[src/hdl/uer_pkg.sv]
// Package for the ultrasonic echo ranger: register map, reset values,
// phase and sequencer encodings, configuration struct. No dependencies.
`timescale 1ns / 1ps

package uer_pkg;

  localparam int COUNTER_BITS_DEF = 17;

  localparam int CFG_IDX_W  = 3;
  localparam int CFG_DATA_W = 17;

  localparam int TRIG_W = 10;
  localparam int TMO_W  = 17;
  localparam int DIV_W  = 8;
  localparam int CM_W   = 10;

  localparam logic [CFG_IDX_W-1:0] REG_TRIGGER_TICKS = 3'd0;
  localparam logic [CFG_IDX_W-1:0] REG_TIMEOUT_TICKS = 3'd1;
  localparam logic [CFG_IDX_W-1:0] REG_CM_DIVISOR    = 3'd2;
  localparam logic [CFG_IDX_W-1:0] REG_MIN_CM        = 3'd3;
  localparam logic [CFG_IDX_W-1:0] REG_MAX_CM        = 3'd4;

  localparam logic [TRIG_W-1:0] TRIGGER_TICKS_RST = 10'd10;
  localparam logic [TMO_W-1:0]  TIMEOUT_TICKS_RST = 17'd70000;
  localparam logic [DIV_W-1:0]  CM_DIVISOR_RST    = 8'd59;
  localparam logic [CM_W-1:0]   MIN_CM_RST        = 10'd2;
  localparam logic [CM_W-1:0]   MAX_CM_RST        = 10'd400;

  typedef enum logic [1:0] {
    PH_IDLE = 2'd0,
    PH_TRIG = 2'd1,
    PH_WAIT = 2'd2,
    PH_MEAS = 2'd3
  } phase_t;

  typedef enum logic {
    SQ_TICK = 1'b0,
    SQ_DIV  = 1'b1
  } seq_t;

  typedef struct packed {
    logic [TRIG_W-1:0] trigger_ticks;
    logic [TMO_W-1:0]  timeout_ticks;
    logic [DIV_W-1:0]  cm_divisor;
    logic [CM_W-1:0]   min_cm;
    logic [CM_W-1:0]   max_cm;
  } cfg_t;

endpackage

[src/hdl/uer_regs.sv]
// Configuration register file of the echo ranger: five write-only registers.
// Depends on uer_pkg.
`timescale 1ns / 1ps

module uer_regs
  import uer_pkg::*;
(
  input  logic                  clk,
  input  logic                  rst,
  input  logic                  cfg_we,
  input  logic [CFG_IDX_W-1:0]  cfg_index,
  input  logic [CFG_DATA_W-1:0] cfg_data,
  output cfg_t                  cfg
);

  always_ff @(posedge clk) begin
    if (rst) begin
      cfg.trigger_ticks <= TRIGGER_TICKS_RST;
      cfg.timeout_ticks <= TIMEOUT_TICKS_RST;
      cfg.cm_divisor    <= CM_DIVISOR_RST;
      cfg.min_cm        <= MIN_CM_RST;
      cfg.max_cm        <= MAX_CM_RST;
    end else if (cfg_we) begin
      case (cfg_index)
        REG_TRIGGER_TICKS: cfg.trigger_ticks <= cfg_data[TRIG_W-1:0];
        REG_TIMEOUT_TICKS: cfg.timeout_ticks <= cfg_data[TMO_W-1:0];
        REG_CM_DIVISOR:    cfg.cm_divisor    <= cfg_data[DIV_W-1:0];
        REG_MIN_CM:        cfg.min_cm        <= cfg_data[CM_W-1:0];
        REG_MAX_CM:        cfg.max_cm        <= cfg_data[CM_W-1:0];
        default: ;
      endcase
    end
  end

endmodule

[src/hdl/uer_div.sv]
// Iterative restoring divider, one quotient bit per cycle.
// Depends on uer_pkg.
`timescale 1ns / 1ps

module uer_div
  import uer_pkg::*;
#(
  parameter int COUNTER_BITS = COUNTER_BITS_DEF
) (
  input  logic                    clk,
  input  logic                    rst,
  input  logic                    start,
  input  logic [COUNTER_BITS-1:0] dividend,
  input  logic [DIV_W-1:0]        divisor,
  output logic                    done,
  output logic [COUNTER_BITS-1:0] quotient
);

  localparam int CNT_W = $clog2(COUNTER_BITS);

  logic                    busy;
  logic [CNT_W-1:0]        cnt;
  logic [COUNTER_BITS-1:0] work;
  logic [DIV_W-1:0]        rem;
  logic [DIV_W-1:0]        dvs;
  logic [DIV_W:0]          rem_sh;
  logic [DIV_W:0]          rem_sub;
  logic                    qbit;

  assign rem_sh  = {rem, work[COUNTER_BITS-1]};
  assign rem_sub = rem_sh - {1'b0, dvs};
  assign qbit    = (rem_sh >= {1'b0, dvs});
  assign quotient = work;

  always_ff @(posedge clk) begin
    if (rst) begin
      busy <= 1'b0;
      done <= 1'b0;
      cnt  <= '0;
    end else begin
      done <= 1'b0;
      if (start) begin
        busy <= 1'b1;
        cnt  <= CNT_W'(COUNTER_BITS - 1);
      end else if (busy) begin
        cnt <= cnt - 1'b1;
        if (cnt == '0) begin
          busy <= 1'b0;
          done <= 1'b1;
        end
      end
    end
  end

  always_ff @(posedge clk) begin
    if (start) begin
      work <= dividend;
      rem  <= '0;
      dvs  <= divisor;
    end else if (busy) begin
      work <= {work[COUNTER_BITS-2:0], qbit};
      rem  <= qbit ? rem_sub[DIV_W-1:0] : rem_sh[DIV_W-1:0];
    end
  end

endmodule

[src/hdl/ultrasonic_echo_ranger.sv]
// Ultrasonic echo ranger top level: tick sequencer, output register.
// Depends on uer_pkg, uer_regs, uer_div.
//
// Usage: each input word is one microsecond tick carrying start_req and the
// sampled echo_level (valid/ready). Each accepted tick yields exactly one
// output word (valid/ready) with trigger_level, done_res, distance_cm and
// timed_out. Configuration is a plain write port (cfg_we, cfg_index,
// cfg_data); writes to unknown indexes are dropped.
// Flow: an ordinary tick's word appears the cycle after acceptance, one
// word per cycle while the receiver keeps up and no division runs. The tick
// on which the echo falls starts the restoring divider, one quotient bit a
// cycle: that word is loaded into the output register when the divider
// reports done, and no tick is taken meanwhile.
// The output register frees on the cycle it is read, so a new tick is taken
// while a finished word is being taken; if the receiver stalls, in_ready
// drops until the held word goes.
// Reset (rst, synchronous) loads the register defaults, returns to idle and
// empties the output register.
`timescale 1ns / 1ps

module ultrasonic_echo_ranger
  import uer_pkg::*;
#(
  parameter int COUNTER_BITS = COUNTER_BITS_DEF
) (
  input  logic                  clk,
  input  logic                  rst,
  input  logic                  in_valid,
  output logic                  in_ready,
  input  logic                  start_req,
  input  logic                  echo_level,
  output logic                  out_valid,
  input  logic                  out_ready,
  output logic                  trigger_level,
  output logic                  done_res,
  output logic [CM_W-1:0]       distance_cm,
  output logic                  timed_out,
  input  logic                  cfg_we,
  input  logic [CFG_IDX_W-1:0]  cfg_index,
  input  logic [CFG_DATA_W-1:0] cfg_data
);

  localparam int CMP_W = (COUNTER_BITS > TMO_W) ? COUNTER_BITS : TMO_W;
  localparam logic [COUNTER_BITS-1:0] CNT_MAX = '1;

  cfg_t cfg;

  phase_t                  phase, phase_next;
  seq_t                    seq, seq_next;
  logic [COUNTER_BITS-1:0] window_count, window_count_next;
  logic [COUNTER_BITS-1:0] echo_width, echo_width_next;
  logic [COUNTER_BITS-1:0] wc_inc, ew_inc;
  logic [TRIG_W-1:0]       trig_len;
  logic [DIV_W-1:0]        div_eff;
  logic                    accept;
  logic                    div_start, div_done;
  logic [COUNTER_BITS-1:0] quotient;
  logic                    load;
  logic                    o_trig, o_done, o_tmo;
  logic [CM_W-1:0]         o_dist;
  logic                    in_range;

  uer_regs u_regs (
    .clk       (clk),
    .rst       (rst),
    .cfg_we    (cfg_we),
    .cfg_index (cfg_index),
    .cfg_data  (cfg_data),
    .cfg       (cfg)
  );

  uer_div #(
    .COUNTER_BITS (COUNTER_BITS)
  ) u_div (
    .clk      (clk),
    .rst      (rst),
    .start    (div_start),
    .dividend (echo_width),
    .divisor  (div_eff),
    .done     (div_done),
    .quotient (quotient)
  );

  assign in_ready = (seq == SQ_TICK) && (!out_valid || out_ready);
  assign accept   = in_valid && in_ready;
  assign trig_len = (cfg.trigger_ticks == '0) ? TRIG_W'(1) : cfg.trigger_ticks;
  assign div_eff  = (cfg.cm_divisor == '0) ? DIV_W'(1) : cfg.cm_divisor;
  assign wc_inc   = (window_count == CNT_MAX) ? window_count : window_count + 1'b1;
  assign ew_inc   = (echo_width == CNT_MAX) ? echo_width : echo_width + 1'b1;
  assign in_range = (quotient <= COUNTER_BITS'(cfg.max_cm)) &&
                    (quotient >= COUNTER_BITS'(cfg.min_cm));

  always_ff @(posedge clk) begin
    if (rst) begin
      phase        <= PH_IDLE;
      seq          <= SQ_TICK;
      window_count <= '0;
      echo_width   <= '0;
      out_valid    <= 1'b0;
    end else begin
      phase        <= phase_next;
      seq          <= seq_next;
      window_count <= window_count_next;
      echo_width   <= echo_width_next;
      if (load) begin
        out_valid <= 1'b1;
      end else if (out_ready) begin
        out_valid <= 1'b0;
      end
    end
  end

  always_ff @(posedge clk) begin
    if (load) begin
      trigger_level <= o_trig;
      done_res      <= o_done;
      distance_cm   <= o_dist;
      timed_out     <= o_tmo;
    end
  end

  always_comb begin
    phase_next        = phase;
    seq_next          = seq;
    window_count_next = window_count;
    echo_width_next   = echo_width;
    div_start         = 1'b0;
    load              = 1'b0;
    o_trig            = 1'b0;
    o_done            = 1'b0;
    o_tmo             = 1'b0;
    o_dist            = '0;
    case (seq)
      SQ_TICK: begin
        if (accept) begin
          load = 1'b1;
          case (phase)
            PH_IDLE: begin
              if (start_req) begin
                o_trig          = 1'b1;
                echo_width_next = '0;
                if (trig_len <= TRIG_W'(1)) begin
                  phase_next        = PH_WAIT;
                  window_count_next = '0;
                end else begin
                  phase_next        = PH_TRIG;
                  window_count_next = COUNTER_BITS'(1);
                end
              end
            end
            PH_TRIG: begin
              o_trig            = 1'b1;
              window_count_next = wc_inc;
              if ((wc_inc >= COUNTER_BITS'(trig_len)) || (wc_inc == CNT_MAX)) begin
                phase_next        = PH_WAIT;
                window_count_next = '0;
              end
            end
            default: begin
              if (phase == PH_MEAS && !echo_level) begin
                // falling echo: result comes from the divider
                load       = 1'b0;
                div_start  = 1'b1;
                seq_next   = SQ_DIV;
                phase_next = PH_IDLE;
              end else begin
                if (echo_level) begin
                  echo_width_next = (phase == PH_WAIT) ? COUNTER_BITS'(1) : ew_inc;
                  phase_next      = PH_MEAS;
                end
                window_count_next = wc_inc;
                if ((CMP_W'(wc_inc) >= CMP_W'(cfg.timeout_ticks)) ||
                    (wc_inc == CNT_MAX)) begin
                  o_done     = 1'b1;
                  o_tmo      = 1'b1;
                  o_dist     = cfg.max_cm;
                  phase_next = PH_IDLE;
                end
              end
            end
          endcase
        end
      end
      SQ_DIV: begin
        if (div_done) begin
          load     = 1'b1;
          o_done   = 1'b1;
          o_dist   = in_range ? quotient[CM_W-1:0] : cfg.max_cm;
          seq_next = SQ_TICK;
        end
      end
      default: seq_next = SQ_TICK;
    endcase
  end

endmodule

[config.mk]
export PLATFORM = sky130hd
export DESIGN_NAME = ultrasonic_echo_ranger
export DESIGN_NICKNAME = d
export VERILOG_FILES = /design/src/hdl/uer_pkg.sv /design/src/hdl/uer_regs.sv /design/src/hdl/uer_div.sv /design/src/hdl/ultrasonic_echo_ranger.sv
export SDC_FILE = /design/constraint.sdc
export NUM_CORES = 1
export LEC_CHECK = 0
export ABC_CLOCK_PERIOD_IN_PS = 4450
export BUFFER_PORTS_ARGS = -buffer_cell sky130_fd_sc_hd__clkbuf_2
export CELL_PAD_IN_SITES_DETAIL_PLACEMENT = 1
export CELL_PAD_IN_SITES_GLOBAL_PLACEMENT = 2
export CORE_ASPECT_RATIO = 1.1
export CORE_MARGIN = 4
export CORE_UTILIZATION = 35
export DETAILED_ROUTE_END_ITERATION = 10
export PLACE_DENSITY_LB_ADDON = 0.3
export SYNTH_ARGS = -nofsm -noshare
export SYNTH_HDL_FRONTEND = slang
export SYNTH_SLANG_ARGS = --single-unit
[constraint.sdc]
create_clock -name clk -period 4.45 [get_ports clk]
set_clock_uncertainty 0.2 [all_clocks]
set_input_delay 0 -clock clk [delete_from_list [all_inputs] [get_ports clk]]
set_output_delay 0 -clock clk [all_outputs]
set_load 0.02 [all_outputs]
# Yosys cells after proc, flatten, opt, wreduce, memory -nomap -nowiden
# Cells that the tools add are included.
[totals]
reg_bits = 146
inputBits = 27
output_inout_bits = 15
wordCells = 136
[classes]
add_sub_neg = 4
magnitude_cmp = 6
n_eq_ne = 15
mux = 56
n_bitwise = 4
reduce_logical = 30
[op_table]
columns = ["op", "count"]
rows = [
  ["$mux 17", 11],
  ["$mux 10", 7],
  ["$pmux 17 s2", 2],
  ["$eq 17x17->1 const B", 3],
  ["$add 17x1->17 const B", 2],
  ["$ge 17x10->1", 2],
  ["$mux 1", 21],
  ["$pmux 10 s2", 1],
  ["$ge 17x17->1", 1],
  ["$le 17x10->1", 1],
  ["$mux 2", 6],
  ["$le 10x1->1 const B", 1],
  ["$logic_not 10->1", 1],
  ["$mux 5", 2],
  ["$reduce_and 2->1", 5],
  ["$ge 9x8->1", 1],
  ["$logic_not 8->1", 1],
  ["$mux 8", 1],
  ["$pmux 1 s2", 4],
  ["$sub 8x8->8", 1],
  ["$reduce_and 7->1", 1],
  ["$eq 3x2->1 const B", 2],
  ["$ne 3x1->1 const B", 2],
  ["$reduce_bool 2->1", 3],
  ["other kinds (20)", 33],
]

# Longest topological paths before layout
[logic_depth]
word_depth = 9
depth_mapped = 19
depth_no_buf = 16

# Modules after synthesis
# A second synthesis with hierarchy kept.
[unflattened]
cells_unflattened = 891
area_unflattened_um2 = 8375.5
[modules_own_cells]
columns = ["module", "n_inst", "cells_each", "area_per_inst_um2", "seq_area_each_um2"]
rows = [
  ["ultrasonic_echo_ranger", 1, 491, 4031.4, 1151.1],
  ["uer_regs", 1, 214, 2250.9, 1101.1],
  ["uer_div", 1, 186, 2093.3, 1051.0],
]

# Worst setup path before layout
# OpenSTA, ideal clock, no wires.
[synth_timing]
path_type = "register -> register"
from = "register window_count[1]"
to = "register distance_cm[1], data pin"
setup_ns = 0.256
t_arrival_ns = 3.564
required_ns = 3.994
path_slack_ns = 0.430
stages_incl_launch_ff = 18
n_path_buf = 2
period_less_slack_ns = 4.020
path_cell_list = "dfxtp_1 > ha_1 > and4_1 > and3_1 > clkbuf_1 > nand2_1 > nand2_1 > nor2_1 > xor2_1 > ha_1 > o21a_1 > o211ai_1 > a21oi_1 > a2111oi_0 > o31ai_2 > a32o_1 > buf_6 > a22o_1"
[synth_via]
elab_chain_len = 9
word_cells_on_any_way = 11
cone_classes = "add/sub (1); order compare (1); eq/ne (2); mux (6); reduce/logical (1)"
[synth_lines]
columns = ["element", "line_no", "rtl"]
rows = [
  ["start: declaration", "ultrasonic_echo_ranger.sv:50", "logic [COUNTER_BITS-1:0] window_count, window_count_next;"],
  ["start signal: assignment", "ultrasonic_echo_ranger.sv:103", "window_count <= window_count_next;"],
  ["$add 17x1->17 or $eq 17x17->1 (tied branches)", "ultrasonic_echo_ranger.sv:88", "assign wc_inc = (window_count == CNT_MAX) ? window_count : window_count + 1'b1;"],
  ["$mux 17 (*)", "ultrasonic_echo_ranger.sv:88", ""],
  ["$ge 17x17->1 or $eq 17x17->1 (tied branches)", "ultrasonic_echo_ranger.sv:172, ultrasonic_echo_ranger.sv:173", ""],
  ["$logic_or 1x1->1 (*)", "ultrasonic_echo_ranger.sv:172", "if ((CMP_W'(wc_inc) >= CMP_W'(cfg.timeout_ticks)) ||"],
  ["$mux 10 (*)", "ultrasonic_echo_ranger.sv:172", ""],
  ["$mux 10 (*)", "ultrasonic_echo_ranger.sv:160", "if (phase == PH_MEAS && !echo_level) begin"],
  ["$mux 10 (*)", "ultrasonic_echo_ranger.sv:137", "case (phase)"],
  ["$mux 10 (*)", "ultrasonic_echo_ranger.sv:135", "if (accept) begin"],
  ["$pmux 10 s2 (*)", "ultrasonic_echo_ranger.sv:133", "case (seq)"],
  ["via o_dist[1]", "ultrasonic_echo_ranger.sv:60", "logic [CM_W-1:0] o_dist;"],
  ["end signal: assignment", "ultrasonic_echo_ranger.sv:117", "distance_cm <= o_dist;"],
  ["end: declaration", "ultrasonic_echo_ranger.sv:36", "output logic [CM_W-1:0] distance_cm,"],
]
# The timed path passes the listed nets; every way through them passes the cells marked *.
# A chain may end at the register's enable or synchronous reset.

# Final worst setup path
[layout_timing]
from = "register window_count[0]"
to = "register window_count[16]"
[layout_via]
elab_chain_len = 6
word_cells_on_any_way = 9
cone_classes = "add/sub (1); order compare (1); eq/ne (2); mux (4); reduce/logical (1)"
[layout_lines]
columns = ["element", "line_no", "rtl"]
rows = [
  ["$add 17x1->17 or $eq 17x17->1 (tied branches)", "ultrasonic_echo_ranger.sv:88", ""],
  ["$mux 17 (*)", "ultrasonic_echo_ranger.sv:88", ""],
  ["$ge 17x10->1 or $eq 17x17->1 (tied branches)", "ultrasonic_echo_ranger.sv:154", "if ((wc_inc >= COUNTER_BITS'(trig_len)) || (wc_inc == CNT_MAX)) begin"],
  ["$logic_or 1x1->1", "ultrasonic_echo_ranger.sv:154", ""],
  ["$mux 17", "ultrasonic_echo_ranger.sv:154", ""],
  ["$pmux 17 s2 (*)", "ultrasonic_echo_ranger.sv:137", ""],
]
# Mark *: on every way between the ends. The rest lies on a longest branch, timed or not. The select of a mux whose other input is x is not followed.

==> metrics.txt <==
outcome=finished clean; unrepaired setup endpoints after global routing=false; final core utilization=41.6%; max-slew violation count=0; DP HPWL=17.3 mm; shortest clock period the worst path allows after layout=4.23 ns; Crit path required time=4.56 ns; R2R Setup Slk=~0.22 ns; global route total overflow=0; post-detailed-route via-to-cell ratio=roughly 5.2; Root Buffer Master=sky130_fd_sc_hd__clkbuf_16; Fin. Hold Viols=0; count of placed standard cells in the final layout, fillers left out=1321; pin count of the biggest net entering global routing=42; startpoint kind of the worst setup timing path=flop; initial drt markers=270; number of antenna violations at the first check in global routing=0; Synth Flop Type=sky130_fd_sc_hd__dfxtp_1; sequential fraction of the synthesis area=40.8%; wire length of the first global-routing pass=39.1 mm; Max Cap Violations=0; Routed Antenna Nets=0; effective utilization at floorplan=approximately 35%; Clk Latency, worst-skew pair=0.43 ns; Max Freq=236 MHz; power density over the cells=397 nW/µm²; CP Cell Sequence=ha_1 > and4_2 > and3_2 > nand2_1 > nand2_1 > nor2_1 > xor2_1 > ha_1 > a21o_1 > a211oi_1 > o21ai_0 > o2111ai_1 > and4b_2 > or2_4 > nor2_1 > a2111oi_1; fillers=roughly 2700; Post-Synthesis Net Count=between 1000 and 1500; most repeated cell in the gate-level netlist after synthesis=sky130_fd_sc_hd__nand2_1; leading area contributor after synthesis=sky130_fd_sc_hd__dfxtp_1; number of instances in the placed design=between 1000 and 1500; Area growth syn-to-layout=17.3%; routability congestion estimate from global placement=0.883; count of warnings emitted by yosys=0; Final nets=1096; Leakage Power=3.84 nW; register bit total from synthesis=roughly 150; capturing element type of the critical path=flop; Post-Route Setup TNS=0 ns; width of the die=about 150 µm; Netlist Area Pre-Place=8100 µm²; overall routed net length=24.0 mm; Die Area=roughly 26000 µm²; Crit Path Class=reg2reg; cell at the slowest stage of the critical path=sky130_fd_sc_hd__dfxtp_1; proportion of netlist area held by the largest area contributor=26.7%; number of clock sinks seen by CTS=146; least setup slack across all paths after layout=between 0.2 and 0.25 ns; proportion of layout cells with a drive suffix above 1=11.6%; largest stage delay on the critical path=around 0.37 ns; Worst path top cell family by delay=simple AND/OR/NAND/NOR gates; DRC errors left=0; Worst Path Buf+Inv=0; I/O Buffers=41; first drt pass iteration count=4; cell types occupying the most area after synthesis=sky130_fd_sc_hd__dfxtp_1 (27%), sky130_fd_sc_hd__edfxtp_1 (14%), sky130_fd_sc_hd__ha_1 (9.3%); placeable core area=22900 µm²; CTS buffer count=17; number of global-route vias before repair=7349; maximum vdd drop=0.210 mV; total global routing track utilization=18.9%; diode insertion count for antenna repair=0; clock transition at the registers of the reported paths=0.07 ns; share of the clock period used by the worst path after layout=~95%; row count=58; slew at the pin with the worst max-slew slack=about 1.1 ns; EDFF count, synth=38; FFs w/ async S/R, synth=0%; final setup fails=0; die height=168 µm; maximum count of clock buffers along a single path=2; maximum fanout along the worst path=11; Gate Count Post-Synth=953; H-tree lvl count=4; TritonCTS clock tree=done; total power of the final layout=between 0.003 and 0.004 W; number of library cell types mapped by synthesis=71; pre-CTS setup slack=-0.0877 ns; classification of the worst-slack hold path=in2reg; average instance area after synthesis=8.50 µm²; data arrival time at the worst-slack endpoint=4.34 ns; routed wirelength normalized by instance count=18.2 µm; via count=6898; # IOs=42; Relative slew margins=29.7%; Commonest cells post-synth=sky130_fd_sc_hd__nand2_1 (189), sky130_fd_sc_hd__dfxtp_1 (108), sky130_fd_sc_hd__a21oi_1 (71), sky130_fd_sc_hd__inv_1 (67), sky130_fd_sc_hd__ha_1 (60)
placed cells by master (no fill, tap or decap), types with 5 or more instances in the layout:
master	Yosys	layout
sky130_fd_sc_hd__nand3b_1	14	14
sky130_fd_sc_hd__and4_1	7	6
sky130_fd_sc_hd__nand3_1	21	21
sky130_fd_sc_hd__a211o_1	10	10
sky130_fd_sc_hd__or3_1	7	7
sky130_fd_sc_hd__mux2i_1	10	10
sky130_fd_sc_hd__and3_1	11	10
sky130_fd_sc_hd__clkbuf_16	0	19
sky130_fd_sc_hd__inv_6	0	6
sky130_fd_sc_hd__ha_1	60	60
sky130_fd_sc_hd__nor3_1	23	23
sky130_fd_sc_hd__a22o_1	10	10
sky130_fd_sc_hd__nor4_1	6	5
sky130_fd_sc_hd__o2111ai_1	5	5
sky130_fd_sc_hd__nand2b_1	9	9
sky130_fd_sc_hd__nor2b_1	13	13
sky130_fd_sc_hd__inv_1	67	67
sky130_fd_sc_hd__o21a_1	7	7
sky130_fd_sc_hd__dfxtp_1	108	107
sky130_fd_sc_hd__nand2_1	189	189
sky130_fd_sc_hd__edfxtp_1	38	38
sky130_fd_sc_hd__buf_4	2	19
sky130_fd_sc_hd__nor2_1	55	53
sky130_fd_sc_hd__xor2_1	17	17
sky130_fd_sc_hd__clkbuf_2	0	40
sky130_fd_sc_hd__o21ai_0	28	27
sky130_fd_sc_hd__a21oi_1	71	71
sky130_fd_sc_hd__xnor2_1	13	13
sky130_fd_sc_hd__nand4_1	21	21
sky130_fd_sc_hd__dlygate4sd3_1	0	26
sky130_fd_sc_hd__a21o_1	13	13
worst register-to-register path: stages, from the launching register on:
cell and delay, ns:
sky130_fd_sc_hd__dfxtp_1 0.37, sky130_fd_sc_hd__ha_1 0.24, sky130_fd_sc_hd__and4_2 0.29, sky130_fd_sc_hd__and3_2 0.25
sky130_fd_sc_hd__nand2_1 0.12, sky130_fd_sc_hd__nand2_1 0.12, sky130_fd_sc_hd__nor2_1 0.22, sky130_fd_sc_hd__xor2_1 0.26
sky130_fd_sc_hd__ha_1 0.29, sky130_fd_sc_hd__a21o_1 0.16, sky130_fd_sc_hd__a211oi_1 0.29, sky130_fd_sc_hd__o21ai_0 0.17
sky130_fd_sc_hd__o2111ai_1 0.17, sky130_fd_sc_hd__and4b_2 0.35, sky130_fd_sc_hd__or2_4 0.24, sky130_fd_sc_hd__nor2_1 0.06
sky130_fd_sc_hd__a2111oi_1 0.34
cells by family (layout without fill, tap and decap cells):
logic type,after synthesis,after routing,synth area share [%]
AO/OA/AOI/OAI,186,186,15.2
XOR/XNOR,30,30,3.24
adder cells (fa/ha/maj),61,61,9.51
buffers and inverters,117,185,5.87
flip-flops,146,146,40.8
multiplexers,13,13,1.65
AND/OR/NAND/NOR,400,400,23.7
state kept, by name (all words and copies together), names as in the netlist:
register	cells
u_regs.cfg	55
echo_width	17
u_div.quotient	17
window_count	17
distance_cm	10
u_div.dvs	8
u_div.rem	8
u_div.cnt	5
phase	2
done_res	1
out_valid	1
seq	1
timed_out	1
trigger_level	1
u_div.busy	1
u_div.done	1
metal layers:
| layer | vias to the layer above | track usage (%) | wire length, µm |
|---|---|---|---|
| met5 | - | 0 | 0 |
| met4 | 0 | 5.19 | 361 |
| met3 | 30 | 3.28 | 515 |
| met2 | 76 | 33.4 | 12100 |
| met1 | 3348 | 23.9 | 11100 |
| li1 | 3444 | - | - |
area by class of cell:
type	instances	area [µm²]	area share, %
well taps	300	375	3.95
flip-flops and latches	146	3300	34.8
clock buffers	19	475	5.00
multi-input cells	690	4360	45.9
inverters	67	251	2.65
repair buffers	86	608	6.40
clock inverters	13	126	1.33
path summary, 6_finish.rpt:
check | startpoint | end | cells past startpoint
setup / recovery | window_count[0] | window_count[16] | 16
hold / removal | cfg_index[2] | u_regs.cfg[6] | 4
setup reg to reg | window_count[0] | window_count[16] | 16
hold reg to reg | u_regs.cfg[51] | u_regs.cfg[51] | 2
through the flow:
| stage | cell area (µm²) | hold WS (ns) |
|---|---|---|
| 2_1_floorplan | 8100 | -0.0822 |
| 3_3_place_gp | 8600 | 0.0126 |
| 3_5_place_dp | 8600 | 0.0179 |
| 4_1_cts | 9470 | 0.000822 |
| 5_1_grt | 9500 | 0.0424 |
| 6_report | 9500 | 0.00819 |
power by group:
part	total (W)	leakage, nW	switching (W)	internal, W
Clock	0.00147	0.291	0.000662	0.000809
Combinational	0.000777	2.32	0.000460	0.000316
Sequential	0.00152	1.23	0.0000745	0.00145
repair_timing:
item | in CTS | in global routing
resized for setup | 3 | 9
setup endpoints to repair | 12 | 16
setup buffers | 0 | 0
hold buffers | 26 | 0
endpoints found under the hold margin | 70 | 0
No activity file was read; power rests on OpenSTA's default activity.
